**src/design/clrle_pkg.sv**
```systemverilog
// Shared types, constants and helpers for the code-length run-length encoder.
package clrle_pkg;

  localparam int MAX_LENGTHS = 320;
  localparam int ITEM_W      = $clog2(MAX_LENGTHS);
  localparam int NUM_SYMS    = 19;
  localparam int SYM_W       = 5;
  localparam int REP_W       = 8;
  localparam int CNT_W       = 10;
  localparam int MAX_RECS    = 3;
  localparam int NREC_W      = 2;
  localparam int QUEUE_DEPTH = 5;
  localparam int QCNT_W      = 3;
  localparam int QIDX_W      = 3;

  localparam int ZERO_CAP      = 138;
  localparam int REP_CAP       = 6;
  localparam int MIN_RUN       = 3;
  localparam int ZERO_LONG_MIN = 11;
  localparam int COUNT_MAX     = 1023;

  localparam logic [SYM_W-1:0] SYM_REP        = 5'd16;
  localparam logic [SYM_W-1:0] SYM_ZERO_SHORT = 5'd17;
  localparam logic [SYM_W-1:0] SYM_ZERO_LONG  = 5'd18;

  typedef struct packed {
    logic             eob;
    logic             last_item;
    logic [CNT_W-1:0] cnt;
    logic [REP_W-1:0] rep;
    logic [SYM_W-1:0] sym;
  } rec_t;

  typedef struct packed {
    logic [NREC_W-1:0]         n;
    rec_t [MAX_RECS-1:0]       recs;
  } enc_out_t;

  function automatic logic [CNT_W-1:0] sat_count(input logic [CNT_W:0] sum);
    logic [CNT_W-1:0] res;
    if (sum > (CNT_W+1)'(COUNT_MAX)) begin
      res = CNT_W'(COUNT_MAX);
    end else begin
      res = sum[CNT_W-1:0];
    end
    return res;
  endfunction

endpackage

```
**src/design/clrle_encode.sv**
```systemverilog
// Run tracking, symbol histogram and record generation for one code length.
module clrle_encode (
  input  logic                  clk,
  input  logic                  rst,
  input  logic                  go,
  input  logic [3:0]            code_length,
  input  logic                  last_length,
  output clrle_pkg::enc_out_t   enc
);
  import clrle_pkg::*;

  logic                 run_active;
  logic [3:0]           run_value;
  logic [REP_W-1:0]     run_pending;
  logic [CNT_W-1:0]     hist [NUM_SYMS];
  logic [ITEM_W-1:0]    items_seen;

  logic                 act;
  logic [3:0]           val;
  logic [REP_W-1:0]     pend;
  logic [NREC_W-1:0]    n;
  logic [SYM_W-1:0]     sym [MAX_RECS];
  logic [REP_W-1:0]     rep [MAX_RECS];
  logic                 block_end;
  logic [CNT_W-1:0]     hist_next [NUM_SYMS];

  always_comb begin
    act = run_active;
    val = run_value;
    pend = run_pending;
    n = '0;
    for (int k = 0; k < MAX_RECS; k++) begin
      sym[k] = '0;
      rep[k] = '0;
    end
    block_end = last_length || (items_seen >= ITEM_W'(MAX_LENGTHS - 1));

    if (run_active && code_length == run_value) begin
      pend = run_pending + REP_W'(1);
      if (code_length == 4'd0) begin
        if (pend >= REP_W'(ZERO_CAP)) begin
          sym[n] = SYM_ZERO_LONG;
          rep[n] = REP_W'(ZERO_CAP);
          n = n + NREC_W'(1);
          pend = '0;
        end
      end else if (pend >= REP_W'(REP_CAP)) begin
        sym[n] = SYM_REP;
        rep[n] = REP_W'(REP_CAP);
        n = n + NREC_W'(1);
        pend = '0;
      end
    end else begin
      if (act) begin
        if (pend >= REP_W'(MIN_RUN)) begin
          if (val == 4'd0) begin
            sym[n] = (pend < REP_W'(ZERO_LONG_MIN)) ? SYM_ZERO_SHORT : SYM_ZERO_LONG;
          end else begin
            sym[n] = SYM_REP;
          end
          rep[n] = pend;
          n = n + NREC_W'(1);
        end else begin
          if (pend != '0) begin
            sym[n] = {1'b0, val};
            n = n + NREC_W'(1);
          end
          if (pend == REP_W'(2)) begin
            sym[n] = {1'b0, val};
            n = n + NREC_W'(1);
          end
        end
      end
      act = 1'b1;
      val = code_length;
      pend = (code_length == 4'd0) ? REP_W'(1) : '0;
      if (code_length != 4'd0) begin
        sym[n] = {1'b0, code_length};
        n = n + NREC_W'(1);
      end
    end

    if (block_end) begin
      if (pend >= REP_W'(MIN_RUN)) begin
        if (val == 4'd0) begin
          sym[n] = (pend < REP_W'(ZERO_LONG_MIN)) ? SYM_ZERO_SHORT : SYM_ZERO_LONG;
        end else begin
          sym[n] = SYM_REP;
        end
        rep[n] = pend;
        n = n + NREC_W'(1);
      end else begin
        if (pend != '0) begin
          sym[n] = {1'b0, val};
          n = n + NREC_W'(1);
        end
        if (pend == REP_W'(2)) begin
          sym[n] = {1'b0, val};
          n = n + NREC_W'(1);
        end
      end
    end
  end

  always_comb begin
    logic [NREC_W-1:0] hits;
    logic [NREC_W-1:0] inc;
    enc.n = n;
    for (int k = 0; k < MAX_RECS; k++) begin
      hits = '0;
      for (int j = 0; j <= k; j++) begin
        if (sym[j] == sym[k]) begin
          hits = hits + NREC_W'(1);
        end
      end
      enc.recs[k].sym = sym[k];
      enc.recs[k].rep = rep[k];
      enc.recs[k].cnt = sat_count({1'b0, hist[sym[k]]} + (CNT_W+1)'(hits));
      enc.recs[k].last_item = (NREC_W'(k + 1) == n);
      enc.recs[k].eob = block_end && (NREC_W'(k + 1) == n);
    end
    for (int i = 0; i < NUM_SYMS; i++) begin
      inc = '0;
      for (int k = 0; k < MAX_RECS; k++) begin
        if (NREC_W'(k) < n && sym[k] == SYM_W'(i)) begin
          inc = inc + NREC_W'(1);
        end
      end
      hist_next[i] = block_end ? '0 : sat_count({1'b0, hist[i]} + (CNT_W+1)'(inc));
    end
  end

  always_ff @(posedge clk) begin
    if (rst) begin
      run_active <= 1'b0;
      run_value <= '0;
      run_pending <= '0;
      items_seen <= '0;
      for (int i = 0; i < NUM_SYMS; i++) begin
        hist[i] <= '0;
      end
    end else if (go) begin
      run_active <= block_end ? 1'b0 : act;
      run_value <= block_end ? '0 : val;
      run_pending <= block_end ? '0 : pend;
      items_seen <= block_end ? '0 : items_seen + ITEM_W'(1);
      for (int i = 0; i < NUM_SYMS; i++) begin
        hist[i] <= hist_next[i];
      end
    end
  end

endmodule

```
**src/design/code_length_run_length_encoder.sv**
```systemverilog
// Code-length run-length encoder top level: input register, encoder, record queue.
// An item's records pass through the input register and then the record queue. Throughput: one
// item per cycle while items yield at most one record each and m_tready is high; records leave
// at one per cycle while m_tready is high, and every item waits until the five-entry record
// queue has room for three records. Reset clears the run state, histogram, item count and queue.
module code_length_run_length_encoder (
  input  logic        clk,
  input  logic        rst,
  input  logic        s_tvalid,
  output logic        s_tready,
  input  logic [7:0]  s_tdata,   // [3:0] code_length, [7:4] zero
  input  logic        s_tlast,   // last_length
  output logic        m_tvalid,
  input  logic        m_tready,
  output logic [23:0] m_tdata,   // [4:0] code_symbol, [12:5] repeat_count, [22:13] symbol_count
  output logic        m_tuser,   // last_of_item
  output logic        m_tlast    // end_of_block
);
  import clrle_pkg::*;

  logic               stg_valid;
  logic [3:0]         stg_len;
  logic               stg_last;
  logic               stg_go;
  enc_out_t           enc;

  rec_t               q [QUEUE_DEPTH];
  rec_t               q_next [QUEUE_DEPTH];
  logic [QCNT_W-1:0]  qcount;
  logic [QCNT_W-1:0]  qcount_next;
  logic [QIDX_W-1:0]  base;
  logic               pop;

  assign stg_go   = stg_valid && (qcount <= QCNT_W'(QUEUE_DEPTH - MAX_RECS));
  assign s_tready = !stg_valid || stg_go;
  assign m_tvalid = (qcount != '0);
  assign pop      = m_tvalid && m_tready;
  assign m_tdata  = {1'b0, q[0].cnt, q[0].rep, q[0].sym};
  assign m_tuser  = q[0].last_item;
  assign m_tlast  = q[0].eob;

  clrle_encode u_encode (
    .clk         (clk),
    .rst         (rst),
    .go          (stg_go),
    .code_length (stg_len),
    .last_length (stg_last),
    .enc         (enc)
  );

  always_ff @(posedge clk) begin
    if (rst) begin
      stg_valid <= 1'b0;
    end else if (s_tready) begin
      stg_valid <= s_tvalid;
    end
  end

  always_ff @(posedge clk) begin
    if (s_tready && s_tvalid) begin
      stg_len <= s_tdata[3:0];
      stg_last <= s_tlast;
    end
  end

  always_comb begin
    base = QIDX_W'(qcount) - QIDX_W'(pop);
    for (int i = 0; i < QUEUE_DEPTH; i++) begin
      if (pop && i < QUEUE_DEPTH - 1) begin
        q_next[i] = q[i + 1];
      end else begin
        q_next[i] = q[i];
      end
    end
    if (stg_go) begin
      for (int k = 0; k < MAX_RECS; k++) begin
        if (NREC_W'(k) < enc.n) begin
          q_next[base + QIDX_W'(k)] = enc.recs[k];
        end
      end
    end
    qcount_next = qcount - QCNT_W'(pop) + (stg_go ? QCNT_W'(enc.n) : '0);
  end

  always_ff @(posedge clk) begin
    if (rst) begin
      qcount <= '0;
    end else begin
      qcount <= qcount_next;
    end
  end

  always_ff @(posedge clk) begin
    for (int i = 0; i < QUEUE_DEPTH; i++) begin
      q[i] <= q_next[i];
    end
  end

  a_qcount_bound: assert property (@(posedge clk) disable iff (rst)
    qcount <= QCNT_W'(QUEUE_DEPTH))
    else $error("record queue overfilled");

  a_last_item_yields: assert property (@(posedge clk) disable iff (rst)
    stg_go && stg_last |-> enc.n != '0)
    else $error("final item of a block produced no record");

  a_eob_is_item_end: assert property (@(posedge clk) disable iff (rst)
    m_tvalid && m_tlast |-> m_tuser)
    else $error("end of block without end of item");

  a_empty_accepts: assert property (@(posedge clk) disable iff (rst)
    qcount == '0 |-> s_tready)
    else $error("input stalled with an empty record queue");

endmodule

```
**config.mk**
```make
export PLATFORM = sky130hd
export DESIGN_NAME = code_length_run_length_encoder
export DESIGN_NICKNAME = d
export VERILOG_FILES = /design/src/design/clrle_pkg.sv /design/src/design/clrle_encode.sv /design/src/design/code_length_run_length_encoder.sv
export SDC_FILE = /design/constraint.sdc
export NUM_CORES = 1
export LEC_CHECK = 0
export BUFFER_PORTS_ARGS = -buffer_cell sky130_fd_sc_hd__buf_2
export CAP_MARGIN = 20
export CORE_MARGIN = 2
export CORE_UTILIZATION = 35
export CTS_BUF_LIST = sky130_fd_sc_hd__clkbuf_4 sky130_fd_sc_hd__clkbuf_8
export DETAILED_ROUTE_END_ITERATION = 16
export PLACE_DENSITY = 0.61
export SETUP_SLACK_MARGIN = 0.3
export SLEW_MARGIN = 20
export SYNTH_ARGS = -nofsm -noshare
export SYNTH_HDL_FRONTEND = slang
export SYNTH_SLANG_ARGS = --single-unit
```
**constraint.sdc**
```tcl
create_clock -name clk -period 19.4 [get_ports clk]
set_input_delay 4.85 -clock clk [delete_from_list [all_inputs] [get_ports clk]]
set_output_delay 4.85 -clock clk [all_outputs]
set_load 0.05 [all_outputs]
```
==> impl_summary.md, run 1 <==
Status
The run finished with clean final reports.

CTS
The post-CTS setup-driven buffer insertion count is 0. The H-tree generated during clock tree synthesis spans 3 levels. TritonCTS built the clock tree. The cell at the root of the clock tree is clkbuf_8.

Post-CTS repair changed the size of 0 cells. Buffers inserted during clock tree synthesis total 66. The deepest clock path buffer count is 3. Counting every sink on the clock net gives ~350. The clock transition at the registers of the reported paths is approximately 0.07 ns. The number of buffers inserted for hold repair after clock tree synthesis is 0.

The clock reaches the later pin of the worst-skew pair after 0.72 ns.

Route
The total via count after detailed routing is slightly above 30,000. After detailed routing, the number of vias per cell comes to about 6.3. The detailed-route wire length per cell is between 20 and 30 µm.

In this run, the number of DRC markers left after iteration 0 of detailed routing was 3,868. The number of remaining DRC errors is 0. The number of antenna-violating nets in the routed design is 0. The final layout contains routed wiring with a total length of 128,000 µm. The pre-antenna-repair detailed-routing pass consisted of 7 iterations.

Power and ir drop
IR analysis of the VDD net gives a maximum drop of around 0.00017 V. The share of total power dissipated in combinational logic is 45.6%. For this design the static power due to leakage is about 12 nW. The sum of internal, switching and leakage power is 3.53 mW. The clock network fraction of design power is between 20% and 30%. The share of total power consumed by net switching is 45.0%. The power density over the cells is ~110 mW/mm².

The sequential share of power is around a third. The internal power is ~1.9 mW. The switching power is between 1.5 and 2 mW.

Floorplanning
The floorplan step set the die width to 298 µm. The floorplan die area is around 0.089 mm². In this run the vertical extent of the chip is about 300 µm. about 40 I/O pins were placed. The core footprint is approximately 0.085 mm². Row generation in the floorplan step produced between 100 and 150 rows. The initial cell density of the core is a little over a third.

Timing
The maximum frequency from static timing analysis is approximately 100 MHz. The worst clock skew on the final layout is around 0.051 ns. Setup violations remaining at the end of the flow were counted as 0. The worst path meets setup with 9.38 ns of slack. The final number of max-transition violations was 0. Counting I/O delays and the setup requirement, the final critical path takes approximately 10 ns.

The worst slew slack as a fraction of its limit is roughly 16%. The summed negative setup slack over all endpoints is 0 ns. Setup repair after global routing left no endpoint under its margin. The final-report hold violation count was 0.

The measured slew at the worst slew-check pin is between 1 and 1.5 ns. After layout, the worst path uses 51.6% of the clock period.

Layout
The final net count is between 3,000 and 4,000. Summing all non-filler instances in the final layout gives an area of around 0.033 mm². The signed area change from the synthesized netlist to the final layout is 7.35%.

Counting the fill cells in the layout gives 8,933. The post-route netlist has slightly below 9% of its cells at a drive strength greater than 1.

Synth
The number of standard cells after synthesis is around 3,800. The cell area after synthesis is about 0.030 mm². The largest total area in the synthesized netlist belongs to edfxtp_1. The number of distinct library cell variants in the gate-level netlist after synthesis is 105. The share of the Yosys chip area taken by registers is between 30% and 40%. Yosys mapped a number of flops with a built-in enable equal to 220.

For this run, the leading register cell type out of synthesis is edfxtp_1. The number of nets handed over by synthesis was 3,929. The share of the synthesized area in the top cell type is 21.8%. The count of state elements after synthesis is 346. After synthesis, the mean cell area works out to around 8 µm². Counting flops with an async set or reset pin after synthesis yields a share of 0%.

By area the synthesized netlist is led by edfxtp_1 22%, dfxtp_1 8.3%, a21oi_1 6.3%. The total number of yosys warnings is 0.

Setup path
The critical path class is register to register. Of all nets on the critical path, the largest fanout is 63. In this run the worst setup path begins at u_encode.run_pending[0]. The arrival time of data at the critical path endpoint is 10.55 ns. The required arrival time at the worst endpoint is 19.93 ns. STA classifies the critical path endpoint as a register.

The worst register-to-register path begins at u_encode.run_pending[0]. The startpoint kind of the worst setup timing path is a register.

Placement
The placed instances occupy a cell area of around 0.031 mm². During placement, the flow inserted port buffers numbering 35. Detailed placement finished with a half-perimeter wire length of a little over 90,000 µm. The weighted congestion reported at the end of routability-driven placement is approximately 1.0. The setup slack at placement is about 10 ns.

Worst hold path
The beginning of the worst hold path is u_encode.items_seen[5]. The path class of the tightest hold or removal check is register to register.

Global route
The initial antenna violation count came to 3. Global routing finished with a remaining overflow of 0. The global-route wire length before repair is 189,000 µm.

The number of global-route vias before repair is approximately 28,000. The global routing usage summed across all routing layers is around 28%. The maximum number of pins on one net before global-route repair is between 80 and 90.

Job
The tool flagged a number of max-cap violations equal to 0.
registers in the layout (all words and copies together), names as in the netlist:
register / count
u_encode.run_value: 4
stg_len: 4
q: 125
u_encode.items_seen: 9
u_encode.hist: 190
qcount: 3
u_encode.run_active: 1
u_encode.run_pending: 8
stg_valid: 1
stg_last: 1
worst max-delay path: stages, from the launching register on:
cell and delay [ns]:
dfxtp_1 0.70, ha_1 0.59, a311oi_1 0.17, a41oi_1 0.52
a2111oi_2 0.16, or2_2 0.36, a21oi_1 0.32, a21o_1 0.23
inv_1 0.10, ha_1 0.27, mux2i_1 0.28, ha_1 0.27
a31oi_1 0.14, a21o_1 0.36, mux2i_4 0.25, buf_4 0.30
nand2_2 0.12, buf_4 0.71, nand3_1 0.81, nor2_1 0.45
ha_1 0.30, xnor2_1 0.17, ha_1 0.18, inv_1 0.06
fa_1 0.46, nor4bb_1 0.77, nand3_1 0.43, a21oi_1 0.25
per-stage QoR:
step	util, %	std cells	hold slack, ns
finish	38.1	4856	0.504
global route	38.0	4855	0.531
CTS	38.0	4854	0.505
detailed placement	36.5	4734	0.497
global placement	36.4	4734	0.491
floorplan	-	3794	0.466
final cells by class:
type                            count  area (µm²)  area share (%)
Clock inverter                     22         171           0.527
Clock buffer                       98        1170            3.61
Timing Repair Buffer              108         723            2.23
Antenna cell                        2        5.00          0.0154
Sequential cell                   346        9130            28.1
Multi-Input combinational cell   2960       19200            59.1
Tap cell                         1144        1430            4.40
Inverter                          176         671            2.06
kinds of logic (layout without fill, tap and decap cells):
group | count (synthesis) | count (layout) | synth area share (%)
XOR/XNOR | 173 | 173 | 5.00
other | 1 | 3 | 0.0124
adder cells (fa/ha/maj) | 122 | 122 | 5.56
AND/OR/NAND/NOR | 1308 | 1308 | 20.0
AO/OA/AOI/OAI | 1143 | 1143 | 25.0
buffers and inverters | 488 | 404 | 6.91
flip-flops | 346 | 346 | 30.2
multiplexers | 213 | 213 | 7.36
synth_stat cells (all sizes together) (10+ instances only):
cell type,instances
nor3b,10
a21o,38
buf,124
nand3,176
and4,10
a32oi,22
nand2,452
a21oi,387
nor2b,16
o22ai,67
o2111ai,16
nor3,94
mux2,28
fa,21
and2,37
o21ai,149
xor2,82
a22o,22
a211oi,100
a221oi,18
a31oi,49
xnor2,91
nand4,43
a2111oi,21
or2,14
a22oi,26
edfxtp,220
a311oi,16
or3,15
a221o,13
nand2b,15
o31ai,15
and3,38
mux2i,181
nor2,331
clkbuf,188
o211ai,73
dfxtp,126
inv,175
nor4,27
ha,101
path summary, 6_finish.rpt:
| kind | end | slack [ns] | cells after the start |
|---|---|---|---|
| worst max-delay path | u_encode.hist[0][1] | 9.38 | 27 |
| worst min-delay path | u_encode.items_seen[5] | 0.50 | 2 |
| worst max register to register | u_encode.hist[0][1] | 9.38 | 27 |
| worst min register to register | u_encode.items_seen[5] | 0.50 | 2 |
metal layers:
| layer | vias up | track usage (%) | part of all wire (%) |
|---|---|---|---|
| met4 | 2 | 14.4 | 6.0 |
| met2 | 1857 | 41.5 | 42 |
| met3 | 431 | 7.21 | 11 |
| met5 | - | 0.649 | 0.063 |
| li1 | 13700 | - | - |
| met1 | 14600 | 37.1 | 41 |
power by group through the flow:
stage,registers [mW],clock network [mW],logic (mW)
finish,1.16,0.763,1.61
global route,1.17,0.805,1.74
CTS,1.15,0.777,1.57
detailed placement,1.16,0,1.57
global placement,1.16,0,1.55
floorplan,1.08,0,1.22
layout by cell type, fill, tap and decap left out, drive strengths merged, types with 94 or more instances in the layout:
cell | Yosys | layout
nand2 | 452 | 452
a21oi | 387 | 387
nor2 | 331 | 331
edfxtp | 220 | 220
mux2i | 181 | 181
inv | 175 | 179
nand3 | 176 | 176
o21ai | 149 | 149
dfxtp | 126 | 126
buf | 124 | 108
ha | 101 | 101
a211oi | 100 | 100
clkbuf | 188 | 98
nor3 | 94 | 94
Note: power is estimated with default switching activity, not from simulation.
==> run 2: changes to the inputs <==
ABC_AREA = 1   (was not set)
PLACE_DENSITY = 0.63   (was 0.61)
clock period = 8.8 ns   (was 19.4 ns; I/O delays follow)
==> run 2 against run 1 <==
Effect of this change: synthesized cell count grew 21%; critical path type unchanged; register-to-register slack lost 8.7 ns; clock power grew 130%; cell area grew 1.4%; largest cell class unchanged; critical endpoint is now u_encode.hist[4][5]; highest routed layer unchanged; sequential share of layout area shrank 0.39 points; largest power group unchanged.
==> impl_summary.md, run 2 <==
Power and ir drop
The switching power is 4.18 mW (+160%). The worst vdd rail ir drop is 0.000402 V (+130%). The share of total power consumed by net switching was 46.9% (+1.9 points). The sum of internal, switching and leakage power is 8.92 mW (+150%).

The leakage dissipation came to 14.0 nW (+18%). The sequential share of power is 27.7% (-5.0 points). The clock network fraction of design power is 19.9% (-1.7 points). The internal power is 4.74 mW (+140%). The combinational share of power is 52.3% (+6.7 points). The power density over the cells was 271 mW/mm² (+150%).

Placement
The weighted congestion reported at the end of routability-driven placement came to 0.987 (-4.5%). The setup slack at placement is 0.558 ns (-9.16 ns). The number of port buffers was 35 (unchanged). The instance count after placement with tap cells included is 5,618 (+19%).

The total half-perimeter wirelength after legalization and detailed placement is 79,600 µm (-13%).

CTS
The number of levels the H-tree was split into is 3 (unchanged). The deepest clock path buffer count is 3 (unchanged). The number of buffers inserted for hold repair after clock tree synthesis is 0 (unchanged).

The number of buffers added by the clock tree synthesis step came to 69 (+4.5%). The CTS tree is built. The clock insertion delay at the later pin of the skew report came to 0.73 ns (about the same).

The clock sink count is 346 (unchanged). The cell at the root of the clock tree is clkbuf_8. The clock transition at the registers of the reported paths is 0.06 ns (about the same).

Floorplanning
The row count is 108 (+0.93%). The floorplan die area is 0.0893 mm² (+0.50%). The number of placed I/O pins was 41 (unchanged). The die extent in x came to 299 µm (+0.25%). The die outline height came to 299 µm (+0.25%). The initial cell density of the core is 35.2% (-0.26 points). The core footprint is 0.0865 mm² (+1.3%).

Setup path
The category of the worst setup path capture point is a register. The arrival time of data at the critical path endpoint was 8.52 ns (-2.03 ns). In this design, the critical path's most frequently occurring cell is nand2_1.

The internal reg-to-reg setup slack is 0.68 ns (-8.70 ns). The maximum fanout encountered on the critical timing path is 14 (-78%). The highest cell delay on the worst timing path is 0.47 ns (-0.34 ns). The critical path class is register to register. The worst setup path is launched from a register. The slowest cell on the critical path is dfxtp_1. The number of cells traversed by the worst register-to-register path came to 37 (+37%). The required arrival time at the worst endpoint is 9.20 ns (-10.73 ns).

Route
The number of vias per cell after detailed routing is 5.59 (-11%). The number of iterations in the first detailed-routing pass was 6 (-1). The detailed-route wire length per cell was 19.4 µm (-26%).

The number of design-rule violations left by the first detailed-router iteration is 3,835 (-0.85%). The sum of routed wire length over all layers is 111,000 µm (-13%). The highest metal layer carrying signal wires in the routed design is met5. The total via count after detailed routing is 32,100 (+4.8%).

The wire length on met2 is 48,300 µm (-11%). The wire length on met3 came to 11,000 µm (-19%). The number of antenna-violating nets in the routed design is 0 (unchanged). The wire length on met1 is 46,400 µm (-11%).

The number of remaining DRC errors is 0 (unchanged).

Status
The run finished with clean final reports.

Layout
The register area was 0.00913 mm² (unchanged). The final-layout fill cell count is 9,330 (+4.4%). The register bank with the most flops is u_encode.hist.

The number of flip-flops in the largest register was 190 (unchanged). The final standard cell utilization of the core is 38.1% (+0.065 points). The number of non-filler instances in the completed layout is 5,741 (+18%). The final net count came to 4,672 (+23%).

The multi-input gate area in the final layout is 0.0180 mm² (-6.1%). The signed area change from the synthesized netlist to the final layout is 8.33%. The largest registers in the layout are u_encode.hist x190, q x125, u_encode.items_seen x9. The commonest non-fill, non-tap cell in the layout is nand2_1. The share of cells above drive strength 1 was 9.12% (+0.17 points). In the layout the commonest cells are 1,217 x nand2_1, 516 x inv_1, 406 x o21ai_0.

Synth
The cell area after synthesis is 0.0304 mm² (+0.51%). In the synthesized netlist the dominant register cell turns out to be edfxtp_1. The count of state elements after synthesis is 346 (unchanged). The synthesized net count is 4,741 (+21%). The cell with the most instances after synthesis is nand2_1. The share of flip-flops with an asynchronous set or reset after synthesis was 0% (unchanged). The share of synthesized area occupied by flip-flops and latches is 30.0% (-0.15 points). After synthesis, the cell types taking the most area are edfxtp_1 22%, nand2_1 15%, dfxtp_1 8.3%. The number of synthesized flops with an enable pin is 220 (unchanged).

The share of the synthesized area in the top cell type is 21.7% (-0.11 points). The number of standard cells after synthesis was 4,605 (+21%). The mean area per synthesized cell came to 6.61 µm² (-17%). The total number of yosys warnings is 0 (unchanged).

The number of distinct library cell variants in the gate-level netlist after synthesis is 68 (-35%). Ranked by instance count, the synthesized netlist is headed by 1,221 x nand2_1, 517 x inv_1, 407 x o21ai_0, 367 x a21oi_1, 327 x nor2_1. The largest total area in the synthesized netlist belongs to edfxtp_1.

Timing
The final-report hold violation count is 0 (unchanged). The final number of max-transition violations is 0 (unchanged). The final count of negative-setup-slack endpoints came to 0 (unchanged).

The worst slew slack as a fraction of its limit is 26.3% (+10 points). The worst clock skew on the final layout is 0.0570 ns (+0.00573 ns). The setup slack of the critical path after layout is 0.681 ns (-8.70 ns).

The summed negative setup slack over all endpoints is 0 ns (unchanged). The final period utilization is 92.3% (+41 points). Setup repair after global routing could not meet its margin everywhere. The maximum frequency from static timing analysis is 123 MHz (+23%).

The shortest clock period the worst path allows after layout is 8.12 ns (-1.90 ns). The measured slew at the worst slew-check pin was 1.09 ns (-0.156 ns).

Global route
The number of global-route vias before repair is 29,500 (+5.2%). The initial antenna violation count came to 2 (-1). The maximum number of pins on one net before global-route repair came to 164 (+98%). The global-route wire length before repair was 171,000 µm (-9.6%). The global routing usage summed across all routing layers came to 24.2% (-3.8 points). The total global routing overflow is 0 (unchanged).

Job
The max-capacitance violation count is 0 (unchanged).

Worst hold path
The type of the most critical hold path is register to register. The cell depth of the worst min-delay path came to 2 (unchanged).
-- run 2: metrics by stage --
stage	instance area [µm²]	hold WS, ns
6_report	33000	0.483
4_1_cts	32900	0.490
2_1_floorplan	30400	0.451
3_3_place_gp	31500	0.472
3_5_place_dp	31500	0.478
5_1_grt	33000	0.529
-- run 2: cells by family after synthesis --
group                      count (synthesis)  share of synthesized area, %
AOI/OAI and AO/OA                       1133                          21.1
xor gates and xnor gates                 125                          3.60
adders and majority gates                123                          5.58
buffers and inverters                    821                          11.0
DFF                                      346                          30.0
muxes                                      6                         0.197
other                                      1                        0.0123
and+or+nand+nor                         2050                          28.6
-- run 2: path summary, 6_finish.rpt --
path                                         startpoint                      to
worst max register to register  u_encode.run_pending[0]     u_encode.hist[4][5]
worst max-delay path            u_encode.run_pending[0]     u_encode.hist[4][5]
worst min-delay path             u_encode.items_seen[7]  u_encode.items_seen[7]
worst min register to register   u_encode.items_seen[7]  u_encode.items_seen[7]
-- run 2: area by class of cell --
| type | count | share of cell area, % |
|---|---|---|
| clock inverters | 22 | 0.543 |
| clock buffers | 98 | 3.69 |
| inverters | 572 | 6.52 |
| repair buffers | 109 | 2.45 |
| well taps | 1155 | 4.38 |
| flip-flops and latches | 346 | 27.7 |
| multi-input cells | 3438 | 54.7 |
| diodes | 1 | 0.00759 |
-- run 2: critical path, delay by kind of cell (launching register included) --
family          cells  cell delay (ns)
flops               1             0.47
simple gates       16             2.67
fa+ha+maj           6             1.93
xor+xnor            2             0.51
compound gates      5             1.35
buf+inv             8             0.84
-- run 2: layer usage --
layer  GRT usage, %  up-vias
li1               -    15200
met1           32.4    14700
met2           37.4     1723
met3           4.59      363
met4           11.5        2
met5              0        -
-- run 2: power groups by stage --
| stage | clock network, mW | registers (mW) | logic [mW] |
|---|---|---|---|
| 6_report | 1.78 | 2.48 | 4.67 |
| 5_1_grt | 1.87 | 2.52 | 5.19 |
| 4_1_cts | 1.81 | 2.47 | 4.53 |
| 3_5_place_dp | 0 | 2.50 | 4.51 |
| 3_3_place_gp | 0 | 2.49 | 4.45 |
| 2_1_floorplan | 0 | 2.43 | 3.54 |
-- run 2: repair_timing --
| action | CTS | global route |
|---|---|---|
| resized for setup | 0 | 8 |
| buffers inserted | 0 | 0 |
| endpoints found under the setup margin | 0 | 88 |
